### config.mk
export PLATFORM = sky130hd
export DESIGN_NAME = pmi_iter_unit
export DESIGN_NICKNAME = d
export VERILOG_FILES = /design/src/rtl/pmi_pkg.sv /design/src/rtl/pmi_iter_unit.sv
export SDC_FILE = /design/constraint.sdc
export NUM_CORES = 1
export LEC_CHECK = 0
export BUFFER_PORTS_ARGS = -buffer_cell sky130_fd_sc_hd__buf_2
export CAP_MARGIN = 10
export CORE_UTILIZATION = 50
export DETAILED_ROUTE_END_ITERATION = 10
export PLACE_DENSITY = 0.79
export SLEW_MARGIN = 20
export SYNTH_ARGS = -nofsm -noshare
export SYNTH_HDL_FRONTEND = slang
export SYNTH_SLANG_ARGS = --single-unit
### constraint.sdc
create_clock -name clk -period 9.19 [get_ports clk]
set_clock_uncertainty 0.2 [all_clocks]
set_input_delay 1.3785 -clock clk [delete_from_list [all_inputs] [get_ports clk]]
set_output_delay 1.3785 -clock clk [all_outputs]
set_load 0.01 [all_outputs]
### src/rtl/pmi_pkg.sv
// Shared constants and types of the particle motion integrator.
package pmi_pkg;

	// Fixed-point format of position and velocity.
	localparam int FRAC_BITS = 16;
	localparam int WORD_W = 32;
	localparam int PROD_W = 2 * WORD_W;

	// Friction is Q1.16 regardless of the state format.
	localparam int FRIC_W = 17;
	localparam int FRIC_SHIFT = 16;
	localparam logic [FRIC_W-1:0] FRIC_ONE = FRIC_W'(65536);

	// Magnitudes below 0.00001 snap to zero after a push.
	localparam int SNAP_DIV = 100000;
	localparam int SNAP_LIM = ((1 << FRAC_BITS) + SNAP_DIV - 1) / SNAP_DIV;

	// Configuration registers.
	localparam int CFG_IDX_W = 2;
	localparam int CFG_DATA_W = 31;
	localparam logic [CFG_IDX_W-1:0] REG_FRICTION = 2'd0;
	localparam logic [CFG_IDX_W-1:0] REG_TICK_SPEED = 2'd1;
	localparam logic [CFG_IDX_W-1:0] REG_MAX_SPEED = 2'd2;
	localparam logic [FRIC_W-1:0] FRICTION_RST = FRIC_W'(6554);
	localparam logic [CFG_DATA_W-1:0] TICK_SPEED_RST = CFG_DATA_W'(65536);
	localparam logic [CFG_DATA_W-1:0] MAX_SPEED_RST = CFG_DATA_W'(655360);

	// Command modes.
	localparam logic [1:0] MODE_TICK = 2'd0;
	localparam logic [1:0] MODE_PUSH = 2'd1;
	localparam logic [1:0] MODE_LOAD_POS = 2'd2;
	localparam logic [1:0] MODE_LOAD_VEL = 2'd3;

	// Iterative unit operation and handshake groups.
	typedef enum logic {
		IU_SQRT,
		IU_DIV
	} iu_op_t;

	typedef struct packed {
		logic start;
		iu_op_t op;
	} iu_ctrl_t;

	typedef struct packed {
		logic busy;
		logic done;
	} iu_stat_t;

endpackage

### src/rtl/pmi_iter_unit.sv
// Shared bit-serial unit: 64-bit integer square root or 64/32 divide, 32 steps.
module pmi_iter_unit (
	input  logic                               clk,
	input  logic                               arst_n,
	input  pmi_pkg::iu_ctrl_t                  ctrl,
	input  logic [pmi_pkg::PROD_W-1:0]         opnd_n,
	input  logic [pmi_pkg::WORD_W-1:0]         opnd_d,
	output pmi_pkg::iu_stat_t                  stat,
	output logic [pmi_pkg::WORD_W-1:0]         result
);

	localparam int W = pmi_pkg::WORD_W;
	localparam int PW = pmi_pkg::PROD_W;
	localparam int CNT_W = $clog2(W);

	logic busy_q;
	logic done_q;
	logic [CNT_W-1:0] cnt_q;
	pmi_pkg::iu_op_t op_q;
	logic [PW-1:0] rem_q;
	logic [PW-1:0] root_q;
	logic [PW-1:0] bit_q;
	logic [W-1:0] d_q;

	// Square root step: trial subtract of root plus the current bit pair.
	logic [PW-1:0] sq_trial;
	logic sq_ge;
	// Divide step: shift in the next dividend bit and try the divisor.
	logic [W:0] dv_trial;
	logic dv_ge;

	always_comb begin
		sq_trial = root_q + bit_q;
		sq_ge = (rem_q >= sq_trial);
		dv_trial = {rem_q[W-1:0], root_q[W-1]};
		dv_ge = (dv_trial >= {1'b0, d_q});
	end

	// Sequencing and the shared working registers.
	always_ff @(posedge clk or negedge arst_n) begin
		if (!arst_n) begin
			busy_q <= 1'b0;
			done_q <= 1'b0;
			cnt_q <= '0;
			op_q <= pmi_pkg::IU_SQRT;
		end else begin
			done_q <= 1'b0;
			if (ctrl.start && !busy_q) begin
				busy_q <= 1'b1;
				cnt_q <= '0;
				op_q <= ctrl.op;
			end else if (busy_q) begin
				cnt_q <= cnt_q + CNT_W'(1);
				if (cnt_q == {CNT_W{1'b1}}) begin
					busy_q <= 1'b0;
					done_q <= 1'b1;
				end
			end
		end
	end

	always_ff @(posedge clk) begin
		if (ctrl.start && !busy_q) begin
			if (ctrl.op == pmi_pkg::IU_SQRT) begin
				rem_q <= opnd_n;
				root_q <= '0;
				bit_q <= PW'(1) << (PW - 2);
			end else begin
				rem_q <= {{W{1'b0}}, opnd_n[PW-1:W]};
				root_q <= {{W{1'b0}}, opnd_n[W-1:0]};
				bit_q <= '0;
			end
			d_q <= opnd_d;
		end else if (busy_q) begin
			if (op_q == pmi_pkg::IU_SQRT) begin
				if (sq_ge) begin
					rem_q <= rem_q - sq_trial;
					root_q <= (root_q >> 1) + bit_q;
				end else begin
					root_q <= root_q >> 1;
				end
				bit_q <= bit_q >> 2;
			end else begin
				if (dv_ge) begin
					rem_q <= {{W{1'b0}}, dv_trial[W-1:0] - d_q};
				end else begin
					rem_q <= {{W{1'b0}}, dv_trial[W-1:0]};
				end
				root_q <= {{W{1'b0}}, root_q[W-2:0], dv_ge};
			end
		end
	end

	assign stat.busy = busy_q;
	assign stat.done = done_q;
	assign result = root_q[W-1:0];

endmodule

==> flow_summary_export.csv <==
group,metric,value,unit
outcome,status,"complete, no violations",
logic_synthesis,yosys_most_used_dff,"edfxtp_1",
die,die_w,199.6,um
logic_synthesis,synth_top_cell_by_area,"edfxtp_1",
routing,ant_nets,0,
routing,viasPerCell,6.553,
clock_tree,clock_latency,0.49,ns
finish,fin_nets,2559,
routing,drc,0,
sta,max_freq,144.4,MHz
logic_synthesis,yosysMostFrequentCell,"nand2_1",
clock_tree,clk_pin_slew,0.09,ns
finish,syn2layout_area_growth,6.956,%
die,core,38560,um2
logic_synthesis,ys_seq_area_share,30.57,%
sta,hold_viol,0,
clock_tree,cts_resized,0,
setup_path,crit_fanout,42,
finish,final_core_util,54.14,%
finish,postLayoutCellArea,20870,um2
logic_synthesis,ys_seq_elements,200,
clock_tree,htreeDepth,4,
logic_synthesis,netlist_area,19520,um2
placed_design,place_area,20260,um2
sta,worst_pin_slew,0.9692,ns
die,ios,134,
sta,setup_viol,0,
logic_synthesis,synth_top_area_share,29.54,%
setup_path,critPathLaunchType,"register",
logic_synthesis,ys_types,92,
die,rows,72,
job,cap_viol_max_count,0,
routing,via_count,18512,
logic_synthesis,synthCells,2274,
die,die-area,39830,um2
grt,antenna_found_initial,2,
die,start_util,50.62,%
placed_design,dpl.hpwl,48.95,mm
logic_synthesis,yosys_warnings,0,
sta,relSlewSlack,35.39,%
finish,drive_above_1_share,10.54,%
clock_tree,cts_sinks,200,
logic_synthesis,synth-edff-count,192,
grt,grt_usage,32.59,%
clock_tree,post_cts.repair.setup_buffers,0,
grt,grt_max_degree,71,
worst_hold_path,min_path_type,"reg2reg",
grt,grt_overflow_total,0,
setup_path,cp-end-kind,"register",
placed_design,gp_congestion,0.9853,
clock_tree,cts_tree,"built",
setup_path,critPathRequiredTime,9.21,ns
grt,grt_pass1_wl,98.88,mm
logic_synthesis,async_reset_ff_share,4.000,%
clock_tree,clockBufferDepth,2,
logic_synthesis,yosys-top-cells-area,"edfxtp_1 (30%), ha_1 (11%), a21oi_1 (5.1%), xor2_1 (4.5%), xnor2_1 (4.4%)",
logic_synthesis,syn_nets,2540,
sta,setup_tns,0,ns
clock_tree,ctsRootBufferMaster,"clkbuf_16",
grt,grt_pass1_vias,17762,
routing,drtPass1Iterations,5,
logic_synthesis,synth.top_cells.by_count,"nand2_1 (216), a21oi_1 (200), edfxtp_1 (192)",
placed_design,port-buffer-count,133,
clock_tree,cts_buffers,17,
routing,routed_wl,64.31,mm
placed_design,post-place-cells,2792,
routing,wl_per_cell,22.76,um
sta,drv_slew,0,
finish,final_cells,2825,
sta,rsz0062_at_grt,"no",
setup_path,cp.arrival,6.95,ns
routing,drt-initial-drc-count,1840,
sta,period_share,75.38,%
sta,min_period,6.927,ns
logic_synthesis,syn_avg_cell_area,8.582,um2
setup_path,path_class,"reg2reg",
clock_tree,hold_buffers,0,
die,fp.dieH,199.6,um
-- kinds of logic (layout without fill, tap and decap cells) --
kind of cell / Yosys count / in the layout / share of synthesized area, %
buf+inv: 220 / 252 / 5.257
xor+xnor: 198 / 198 / 8.886
fa+ha+maj: 166 / 166 / 10.72
mux: 43 / 43 / 2.270
simple gates: 696 / 696 / 17.18
flops: 200 / 200 / 30.57
other cells: 0 / 1 / 0
compound gates: 751 / 751 / 25.13
-- critical path: stages, from the launching register on --
cell	delay [ns]
edfxtp_1	0.44
ha_1	0.23
ha_1	0.21
a21oi_1	0.25
o21ai_0	0.19
a32oi_1	0.43
nand4_1	0.31
a21oi_1	0.30
o211ai_1	0.19
o21ai_0	0.21
a211oi_1	0.11
o31ai_1	0.25
xor2_1	0.12
ha_1	0.47
nand3_1	0.17
o2bb2ai_1	0.15
a31oi_1	0.28
nand2_1	0.09
o21ai_0	0.29
or2_2	0.73
buf_4	0.49
o21ai_0	0.21
xor2_1	0.19
o211ai_1	0.09
-- path summary, 6_finish.rpt --
path | start | endpoint | slack (ns) | depth (start not counted)
hold / removal | cnt_q[4] | cnt_q[4] | 0.31 | 1
setup / recovery | bit_q[0] | root_q[5] | 2.26 | 23
hold reg to reg | cnt_q[4] | cnt_q[4] | 0.31 | 1
max in group asynchronous | arst_n | op_q | 8.06 | 1
min in group asynchronous | arst_n | op_q | 0.54 | 1
setup reg to reg | bit_q[0] | root_q[5] | 2.26 | 23
-- area by class of cell --
type | instances | area [um2]
clock buffer | 17 | 425.4
fill | 3646 | 17680
antenna | 1 | 2.502
sequential | 200 | 5967
inverter | 70 | 262.8
clock inverter | 15 | 185.2
tap | 518 | 648.1
multi-input combinational | 1854 | 12570
timing repair buffer | 150 | 813.3
-- registers in the layout, indices dropped and copies added, names as in the netlist --
signal,count
done_q,1
rem_q,64
busy_q,1
op_q,1
bit_q,32
cnt_q,5
root_q,64
d_q,32
-- cell usage in the layout (no fill, tap or decap), types with 7 or more instances in the layout --
cell type / count
a21boi_0: 8
inv_1: 67
or2_2: 8
nand4_1: 53
a31oi_1: 71
mux2_2: 9
a211o_1: 7
xnor2_1: 97
clkbuf_16: 17
a31o_2: 13
o221ai_1: 14
nand2_1: 215
nand3_1: 78
and2_1: 40
nor2b_1: 24
o21ai_0: 141
o21bai_1: 37
o22ai_1: 11
o211ai_1: 40
buf_2: 133
nand2b_1: 18
ha_1: 164
xor2_1: 101
and4_1: 7
and3_1: 21
dfrtp_1: 7
edfxtp_1: 192
a211oi_1: 29
mux2i_1: 33
o21a_1: 21
o31ai_1: 17
buf_4: 16
a21oi_1: 199
o21ai_1: 13
a221o_1: 7
nor3_1: 32
nor2_1: 156
or3_1: 14
a21o_1: 51
-- layer usage --
| metal | global-route usage (%) | part of all wire, % | wire length [um] | up-vias |
|---|---|---|---|---|
| met5 | 0 | 0.020 | 13 | - |
| met4 | 17.50 | 5.4 | 3494 | 2 |
| met3 | 4.793 | 7.9 | 5052 | 210 |
| met2 | 53.18 | 47 | 29920 | 920 |
| met1 | 41.50 | 40 | 25830 | 8830 |
| li1 | - | - | - | 8550 |
-- metrics by stage --
step | hold WS, ns | worst slack (ns)
2_1_floorplan | 0.2697 | 1.153
3_3_place_gp | 0.2864 | 2.665
3_5_place_dp | 0.2970 | 2.499
4_1_cts | 0.3151 | 2.450
5_1_grt | 0.3427 | 1.778
6_report | 0.3121 | 2.263
Power is left out: the tool's default activity adds up to more than one toggle a clock period on the data nets, which glitch-free logic cannot reach.
